--- src/rtl/bcst_pkg.sv ---
`timescale 1ns / 1ps
`default_nettype none
// ----------------------------------------------------------------------------
// bcst_pkg
// Shared constants and types of the trapezoid speed estimator.
// ----------------------------------------------------------------------------
package bcst_pkg;

    // Default width of times, counts and speeds
    localparam int unsigned VALUE_BITS_DEF = 48;

    // Twice the number of microseconds in a second, and its width
    localparam int unsigned SCALE      = 2000000;
    localparam int unsigned SCALE_BITS = 21;

    // Status handed from the serial divider to the sequencer
    typedef struct packed {
        logic done;
        logic over;
    } div_stat_t;

endpackage
`default_nettype wire

--- src/rtl/bcst_div.sv ---
`timescale 1ns / 1ps
`default_nettype none
// ----------------------------------------------------------------------------
// bcst_div
// Bit-serial restoring divider: one quotient bit per cycle. Keeps the low
// VALUE_BITS+1 quotient bits and flags any quotient bit above them.
// ----------------------------------------------------------------------------
module bcst_div #(
    parameter int unsigned VALUE_BITS = bcst_pkg::VALUE_BITS_DEF
) (
    input  wire logic                                             aclk,
    input  wire logic                                             aresetn,
    input  wire logic                                             start,
    input  wire logic [VALUE_BITS+bcst_pkg::SCALE_BITS-1:0]       numer,
    input  wire logic [VALUE_BITS-1:0]                            denom,
    output logic      [VALUE_BITS:0]                              quot,
    output bcst_pkg::div_stat_t                                   stat
);

    localparam int unsigned NB = VALUE_BITS + bcst_pkg::SCALE_BITS;
    localparam int unsigned CW = $clog2(NB + 1);

    logic [NB-1:0]         num_reg;
    logic [VALUE_BITS-1:0] den_reg;
    logic [VALUE_BITS-1:0] rem_reg;
    logic [VALUE_BITS:0]   quot_reg;
    logic                  over_reg;
    logic [CW-1:0]         cnt_reg;
    logic                  busy_reg;
    logic                  done_reg;

    logic [VALUE_BITS:0]   trial;
    logic [VALUE_BITS+1:0] diff;
    logic                  fits;

    assign trial = {rem_reg, num_reg[NB-1]};
    assign diff  = {1'b0, trial} - {2'b00, den_reg};
    assign fits  = ~diff[VALUE_BITS+1];

    always_ff @(posedge aclk) begin
        if (!aresetn) begin
            busy_reg <= 1'b0;
            done_reg <= 1'b0;
            cnt_reg  <= '0;
        end else begin
            done_reg <= 1'b0;
            if (start) begin
                busy_reg <= 1'b1;
                cnt_reg  <= CW'(NB);
                num_reg  <= numer;
                den_reg  <= denom;
                rem_reg  <= '0;
                quot_reg <= '0;
                over_reg <= 1'b0;
            end else if (busy_reg) begin
                num_reg  <= {num_reg[NB-2:0], 1'b0};
                rem_reg  <= fits ? diff[VALUE_BITS-1:0] : trial[VALUE_BITS-1:0];
                quot_reg <= {quot_reg[VALUE_BITS-1:0], fits};
                over_reg <= over_reg | quot_reg[VALUE_BITS];
                cnt_reg  <= cnt_reg - CW'(1);
                if (cnt_reg == CW'(1)) begin
                    busy_reg <= 1'b0;
                    done_reg <= 1'b1;
                end
            end
        end
    end

    assign quot      = quot_reg;
    assign stat.done = done_reg;
    assign stat.over = over_reg;

endmodule
`default_nettype wire

--- src/rtl/byte_count_to_speed_trapezoid_unit.sv ---
`timescale 1ns / 1ps
`default_nettype none
// ----------------------------------------------------------------------------
// byte_count_to_speed_trapezoid_unit
// Trapezoid speed estimator over (time, cumulative byte count) samples.
// ----------------------------------------------------------------------------
// Each sample whose time advances and whose count does not fall yields one
// item: the new speed in bytes per second and the time it holds from; other
// samples are dropped with no item. A single bit-serial divider produces one
// quotient bit per cycle. A sample takes one division, or two when the speed
// falls to zero and the second gives the time of the drop. The finished item
// waits in an output register, and the next sample is taken while it waits;
// a further finished item holds until that register is free.
// ----------------------------------------------------------------------------
module byte_count_to_speed_trapezoid_unit #(
    parameter int unsigned VALUE_BITS = bcst_pkg::VALUE_BITS_DEF
) (
    input  wire logic                  aclk,
    input  wire logic                  aresetn,
    input  wire logic                  s_valid,
    output logic                       s_ready,
    input  wire logic [VALUE_BITS-1:0] s_sample_time_us,
    input  wire logic [VALUE_BITS-1:0] s_total_bytes,
    output logic                       m_valid,
    input  wire logic                  m_ready,
    output logic      [VALUE_BITS-1:0] m_rate_bytes_per_s,
    output logic      [VALUE_BITS-1:0] m_rate_time_us
);

    localparam int unsigned NB = VALUE_BITS + bcst_pkg::SCALE_BITS;

    typedef enum logic [2:0] {
        ST_IDLE,
        ST_PREP,
        ST_DIV1,
        ST_DIV2,
        ST_OUT
    } state_t;

    state_t                state_reg;
    logic [VALUE_BITS-1:0] prev_time_reg;
    logic [VALUE_BITS-1:0] prev_total_reg;
    logic [VALUE_BITS-1:0] prev_rate_reg;
    logic [VALUE_BITS-1:0] time_reg;
    logic [VALUE_BITS-1:0] total_reg;
    logic [VALUE_BITS-1:0] delta_reg;
    logic [VALUE_BITS-1:0] den_reg;
    logic [NB-1:0]         numer_reg;
    logic                  start_reg;
    logic [VALUE_BITS-1:0] rate_res_reg;
    logic [VALUE_BITS-1:0] when_res_reg;
    logic                  m_valid_reg;
    logic [VALUE_BITS-1:0] m_rate_reg;
    logic [VALUE_BITS-1:0] m_time_reg;

    logic [VALUE_BITS:0]   quot;
    bcst_pkg::div_stat_t   dstat;
    logic [VALUE_BITS:0]   rate_diff;
    logic                  rate_ge;
    logic [VALUE_BITS+1:0] when_sum;
    logic                  drop;
    logic                  out_free;

    bcst_div #(
        .VALUE_BITS(VALUE_BITS)
    ) u_div (
        .aclk   (aclk),
        .aresetn(aresetn),
        .start  (start_reg),
        .numer  (numer_reg),
        .denom  (den_reg),
        .quot   (quot),
        .stat   (dstat)
    );

    assign s_ready   = (state_reg == ST_IDLE);
    assign drop      = (s_sample_time_us <= prev_time_reg) ||
                       (s_total_bytes < prev_total_reg);
    assign rate_ge   = dstat.over || (quot >= {1'b0, prev_rate_reg});
    assign rate_diff = quot - {1'b0, prev_rate_reg};
    assign when_sum  = {1'b0, quot} + {2'b00, prev_time_reg};
    assign out_free  = !m_valid_reg || m_ready;

    always_ff @(posedge aclk) begin
        if (!aresetn) begin
            state_reg      <= ST_IDLE;
            prev_time_reg  <= '0;
            prev_total_reg <= '0;
            prev_rate_reg  <= '0;
            start_reg      <= 1'b0;
            m_valid_reg    <= 1'b0;
        end else begin
            start_reg <= (state_reg == ST_PREP) ||
                         ((state_reg == ST_DIV1) && dstat.done && !rate_ge);
            if ((state_reg == ST_OUT) && out_free) begin
                m_valid_reg <= 1'b1;
            end else if (m_ready) begin
                m_valid_reg <= 1'b0;
            end
            unique case (state_reg)
                ST_IDLE: begin
                    if (s_valid && !drop) begin
                        time_reg  <= s_sample_time_us;
                        total_reg <= s_total_bytes;
                        delta_reg <= s_total_bytes - prev_total_reg;
                        den_reg   <= s_sample_time_us - prev_time_reg;
                        state_reg <= ST_PREP;
                    end
                end
                ST_PREP: begin
                    numer_reg <= NB'(delta_reg) * NB'(bcst_pkg::SCALE);
                    state_reg <= ST_DIV1;
                end
                ST_DIV1: begin
                    if (dstat.done) begin
                        if (rate_ge) begin
                            rate_res_reg <= (dstat.over || rate_diff[VALUE_BITS]) ?
                                            '1 : rate_diff[VALUE_BITS-1:0];
                            when_res_reg <= time_reg;
                            state_reg    <= ST_OUT;
                        end else begin
                            // speed falls to zero before the sample
                            den_reg   <= prev_rate_reg;
                            state_reg <= ST_DIV2;
                        end
                    end
                end
                ST_DIV2: begin
                    if (dstat.done) begin
                        rate_res_reg <= '0;
                        when_res_reg <= (dstat.over || (|when_sum[VALUE_BITS+1:VALUE_BITS])) ?
                                        '1 : when_sum[VALUE_BITS-1:0];
                        state_reg    <= ST_OUT;
                    end
                end
                ST_OUT: begin
                    if (out_free) begin
                        m_rate_reg     <= rate_res_reg;
                        m_time_reg     <= when_res_reg;
                        prev_rate_reg  <= rate_res_reg;
                        prev_time_reg  <= time_reg;
                        prev_total_reg <= total_reg;
                        state_reg      <= ST_IDLE;
                    end
                end
                default: begin
                    state_reg <= ST_IDLE;
                end
            endcase
        end
    end

    assign m_valid            = m_valid_reg;
    assign m_rate_bytes_per_s = m_rate_reg;
    assign m_rate_time_us     = m_time_reg;

endmodule
`default_nettype wire
--- config.mk ---
export PLATFORM = sky130hd
export DESIGN_NAME = byte_count_to_speed_trapezoid_unit
export DESIGN_NICKNAME = d
export VERILOG_FILES = /design/src/rtl/bcst_pkg.sv /design/src/rtl/bcst_div.sv /design/src/rtl/byte_count_to_speed_trapezoid_unit.sv
export SDC_FILE = /design/constraint.sdc
export NUM_CORES = 2
export LEC_CHECK = 0
export ABC_AREA = 1
export BUFFER_PORTS_ARGS = -buffer_cell sky130_fd_sc_hd__buf_4
export CORE_ASPECT_RATIO = 0.6
export CORE_UTILIZATION = 44
export CTS_CLUSTER_DIAMETER = 200
export DETAILED_ROUTE_END_ITERATION = 16
export MAX_ROUTING_LAYER = met4
export PLACE_DENSITY = 0.62
export REMOVE_ABC_BUFFERS = 1
export SYNTH_ARGS = -nofsm -noshare
export SYNTH_HDL_FRONTEND = slang
export SYNTH_SLANG_ARGS = --single-unit
export TNS_END_PERCENT = 30
--- constraint.sdc ---
create_clock -name aclk -period 15.1 [get_ports aclk]
set_clock_uncertainty 0.2 [all_clocks]
set_input_delay 3.02 -clock aclk [delete_from_list [all_inputs] [get_ports aclk]]
set_output_delay 3.02 -clock aclk [all_outputs]
set_load 0.05 [all_outputs]
* Word level (Yosys, flattened, before mapping)
Cells that the tools add are included.
** Operators by class
- Muxes and demuxes :: 34
- Magnitude comparators :: 3
- Equality and inequality tests :: 11
- Multipliers :: 1
- Add/subtract/negate cells :: 6
- Reductions and logical operators :: 30
- Bitwise gates (word level) :: 4
** Operators by type and width (count)
- two-way mux 48 bit :: 13
- case mux 48 bit (2 select lines) :: 3
- two-way mux 69 bit :: 2
- subtractor 48 bit :: 2
- multiplier 48 x 14 -> 62 bit (second input constant) :: 1
- adder 49 x 48 -> 50 bit :: 1
- subtractor 49 x 48 -> 50 bit :: 1
- greater-or-equal comparator 49 x 48 -> 1 bit :: 1
- two-way mux 49 bit :: 1
- subtractor 49 x 48 -> 49 bit :: 1
- less-or-equal comparator 48 bit :: 1
- < comparator 48 bit :: 1
- two-way mux 3 bit :: 5
- case mux 3 bit (5 select lines) :: 1
- two-way mux 7 bit :: 2
- AND reduction 5 bit :: 2
- AND reduction 2 bit :: 4
- nonzero test 2 bit :: 4
- == test 7 x 1 -> 1 bit (second input constant) :: 1
- two-way mux 1 bit :: 7
- subtractor 7 x 1 -> 7 bit (second input constant) :: 1
- == test 3 x 2 -> 1 bit (second input constant) :: 2
- logical OR 1 bit :: 6
- inequality test 2 x 1 -> 1 bit (second input constant) :: 3
- 12 further kinds :: 23
** Word-level totals
- Register bits :: 818
- Input port bits :: 100
- Logic and storage cells :: 114

* Logic depth before layout (Yosys ltp)
- Word-level depth :: 6
- Gate-level depth with buffers :: 23
- Mapped depth without buffers :: 23

* By module
Synthesis repeated with hierarchy kept, for this count alone.
** Second synthesis, totals
- Cells, all modules :: 7277
- Area, all modules :: 58610.0 µm²
** Modules (own cells, without submodules)
- byte_count_to_speed_trapezoid_unit :: times used 1, cells an instance 5523, area an instance 45202.1 µm², seq. area each 16375.7 µm²
- bcst_div :: times used 1, cells an instance 1754, area an instance 13407.9 µm², seq. area each 6636.4 µm²

* Least setup slack after synthesis
OpenSTA, ideal clock, no wires.
- Path kind :: input to register
- From :: in s_sample_time_us[0]
- To :: reg delta_reg[0] (enable)
- Data required time :: 14.076 ns
- Slack :: -0.090 ns
- Arrival time :: 14.166 ns
- Cell stages on the path :: 14
- Path buffers :: 0
- Cells stage by stage :: inv_1 > ha_1 > fa_1 > inv_1 > nand2_1 > nand2_1 > nand2_1 > nand2_1 > nand2_1 > nand2_1 > nand2_1 > nand3_1 > nand3_1 > nor3_1
** On the way
- Word-level cells in the longest chain between the ends :: 5
** RTL lines
- from (decl) :: line byte_count_to_speed_trapezoid_unit.sv:22 : input wire logic [VALUE_BITS-1:0] s_sample_time_us,
- less-or-equal comparator 48 bit :: line byte_count_to_speed_trapezoid_unit.sv:77 : assign drop = (s_sample_time_us <= prev_time_reg) ||
- logical OR 1 bit :: line byte_count_to_speed_trapezoid_unit.sv:77
- logical NOT 1 bit :: line byte_count_to_speed_trapezoid_unit.sv:102 : if (s_valid && !drop) begin
- logical AND 1 bit :: line byte_count_to_speed_trapezoid_unit.sv:102
- AND reduction 3 bit (no line)
- to (signal assigned) :: line byte_count_to_speed_trapezoid_unit.sv:105 : delta_reg <= s_total_bytes - prev_total_reg;
- to (decl) :: line byte_count_to_speed_trapezoid_unit.sv:46 : logic [VALUE_BITS-1:0] delta_reg;
Every way passes these cells.
A chain may end at the register's enable or synchronous reset.

* Worst setup path after layout
- From :: in s_total_bytes[0]
- To :: reg total_reg[15] (enable)
** On the way
- Word-level cells in the longest chain between the ends :: 5
** RTL lines
- from (decl) :: line byte_count_to_speed_trapezoid_unit.sv:23 : input wire logic [VALUE_BITS-1:0] s_total_bytes,
- < comparator 48 bit :: line byte_count_to_speed_trapezoid_unit.sv:78 : (s_total_bytes < prev_total_reg);
- logical OR 1 bit :: line byte_count_to_speed_trapezoid_unit.sv:77
- logical NOT 1 bit :: line byte_count_to_speed_trapezoid_unit.sv:102
- logical AND 1 bit :: line byte_count_to_speed_trapezoid_unit.sv:102
- AND reduction 3 bit (no line)
- to (signal assigned) :: line byte_count_to_speed_trapezoid_unit.sv:104 : total_reg <= s_total_bytes;
- to (decl) :: line byte_count_to_speed_trapezoid_unit.sv:45 : logic [VALUE_BITS-1:0] total_reg;
Every way passes these cells.

==> impl_metrics.yaml <==
status:
  status: "complete, no violations"
worst_setup_path:
  worstPathRequired_ps: 15230
  worst-setup-path-type: "in2reg"
  slowest_stage: "buf_4"
  worstPathArrival_ps: 7270
  crit_top_cell: "nand2_1"
  path_buf_inv: 4
  critPathCaptureType: "register"
  startpoint_type: "input port"
  crit_chain: "buf_4, inv_1, ha_1, fa_1, o21ai_2, nand2_1, nand2_1, nand2_1, nand2_1, nand2_1, nand3_1, nand3_1, nor3_2, buf_4, buf_4"
  crit_family: "buffers and inverters"
  worstPathMaxFanout: 60
  max_stage_delay_ps: 770
timing:
  setup_viol: 0
  fin_crit_sh_pct: 47.35
  drv_slew: 0
  slew_headroom_pct: 12.66
  worst_pin_slew_ps: 1296
  fin_tns_setup_ps: 0
  hold_viol_final: 0
  rsz0062_at_grt: "false"
  fmax_ghz: 0.1399
  layout_min_cycle_time_ps: 7150
worst_hold_path:
  hold_path_class: "reg2reg"
clocking:
  clock-root-buffer: "clkbuf_16"
  htree_num_levels: 3
  clk_pin_slew_ps: 70
  cts_tree: "built"
  cts_setup_buffers: 0
  cts_buffers: 83
  cts_buffer_depth: 3
  cts-hold-fix-buffers: 0
  clock_latency_ps: 710
  cts_num_sinks: 812
  cts.repair.resized: 0
global_route:
  grt_max_degree: 143
  grt_pass1_wl_um: 326000
  track_usage_pct: 36.01
  grt_overflow: 0
  grt_pass1_vias: 45554
  antenna_found_initial: 25
logic_synthesis:
  yosys_most_used_dff: "edfxtp_1"
  synth_common_cells: "1253 x nand2_1, 1209 x inv_1, 773 x nor2_1, 654 x edfxtp_1, 580 x a21oi_1"
  ys_async_sr_fraction_pct: 0
  syn_inst: 6806
  synth_most_common_cell: "nand2_1"
  ys_types: 55
  synthTopCellsByArea: "edfxtp_1 34%, ha_1 9.7%, nand2_1 8.2%, inv_1 7.9%, fa_1 7.7%"
  synth_edf_count: 654
  yosysTopAreaCell: "edfxtp_1"
  syn_avg_cell_area_um2: 8.393
  ys_seq_area_share_pct: 39.92
  syn_area_um2: 57120
  ys_ff_latch: 812
  yosysTopAreaCellShare_pct: 34.38
  ys_warn_count: 0
floorplanning:
  die_area_um2: 131300
  start_util_pct: 44.75
  die_h_um: 281.1
  io_pins: 198
  die_width_um: 467.2
  floorplan.rows: 101
  core_um2: 127600
route:
  drc: 0
  wire_per_inst_um: 26.42
  first_pass_iters: 6
  drt_iter0_markers: 6648
  via_per_inst: 5.621
  routed-via-count: 49398
  final_antenna_net_count: 0
  drt_wl_total_um: 232200
final_layout:
  nNetsFinal: 7770
  syn_to_final_growth_pct: 10.87
  final_util_pct: 49.62
  final_layout_size_suffix_gt1_share_pct: 6.740
placed_design:
  gp_congestion: 1.076
  numPortBuffers: 197
  dp_hpwl_um: 193300
run:
  drv_cap: 0
power_and_ir_drop:
  leakage_uw: 0.02717
  fin_total_pwr_uw: 14890
  p_per_area_nw_per_um2: 235.1
  vdd_drop_max_mv: 0.2820
-- cell type report --
| cell class | instances | area [µm²] |
|---|---|---|
| fillers | 12274 | 64310 |
| multi-input cells | 4661 | 29290 |
| flip-flops and latches | 812 | 22810 |
| inverters | 1220 | 4583 |
| clock buffers | 107 | 2311 |
| well taps | 1699 | 2126 |
| repair buffers | 229 | 1732 |
| clock inverters | 48 | 456.7 |
| diodes | 12 | 30.03 |
-- worst paths after layout --
| kind | start | end | slack [ps] | cells after the start |
|---|---|---|---|---|
| worst max register to register | delta_reg[27] | numer_reg[57] | 8820 | 20 |
| worst max-delay path | s_total_bytes[0] | total_reg[15] | 7950 | 15 |
| worst min-delay path | den_reg[34] | u_div.den_reg[34] | 210 | 0 |
| worst min register to register | den_reg[34] | u_div.den_reg[34] | 210 | 0 |
-- power by group --
part	internal [µW]	switching, µW
Clock	1160	1010
Combinational	2930	6480
Sequential	3130	175
-- metal layers --
metal,track usage [%],share of wire (%),vias up
li1,-,-,22738
met1,59.01,51,23972
met2,41.06,34,2507
met3,11.70,13,181
met4,5.035,1.3,0
met5,-,0,-
-- kinds of logic (layout without fill, tap and decap cells) --
group,after synthesis,count (layout),share of synthesized area (%)
AND/OR/NAND/NOR,2473,2473,17.68
buffers and inverters,1333,1604,8.915
AO/OA/AOI/OAI,1304,1304,12.69
flip-flops,812,812,39.92
adder cells (fa/ha/maj),663,663,17.41
XOR/XNOR,221,221,3.389
other,0,12,0
-- placed cells by master, fill, tap and decap left out, types with 220 or more instances in the layout --
master    instances
inv_1          1205
edfxtp_1        654
o21ai_0         449
nor2_1          769
nand2_1        1253
ha_1            443
fa_1            220
buf_4           228
nand3_1         223
a21oi_1         579
-- per-stage QoR --
step | hold slack [ps] | instances | setup slack [ps] | area [µm²]
after floorplan | 200.3 | 6693 | -90.37 | 56610
after detailed placement | 204.5 | 8621 | 7335 | 60530
after global placement | 201.0 | 8621 | 7411 | 60530
final | 206.3 | 8788 | 7950 | 63330
after CTS | 208.0 | 8776 | 8093 | 63300
after global routing | 207.8 | 8781 | 7811 | 63310
Power figures use the tool's default switching activity.
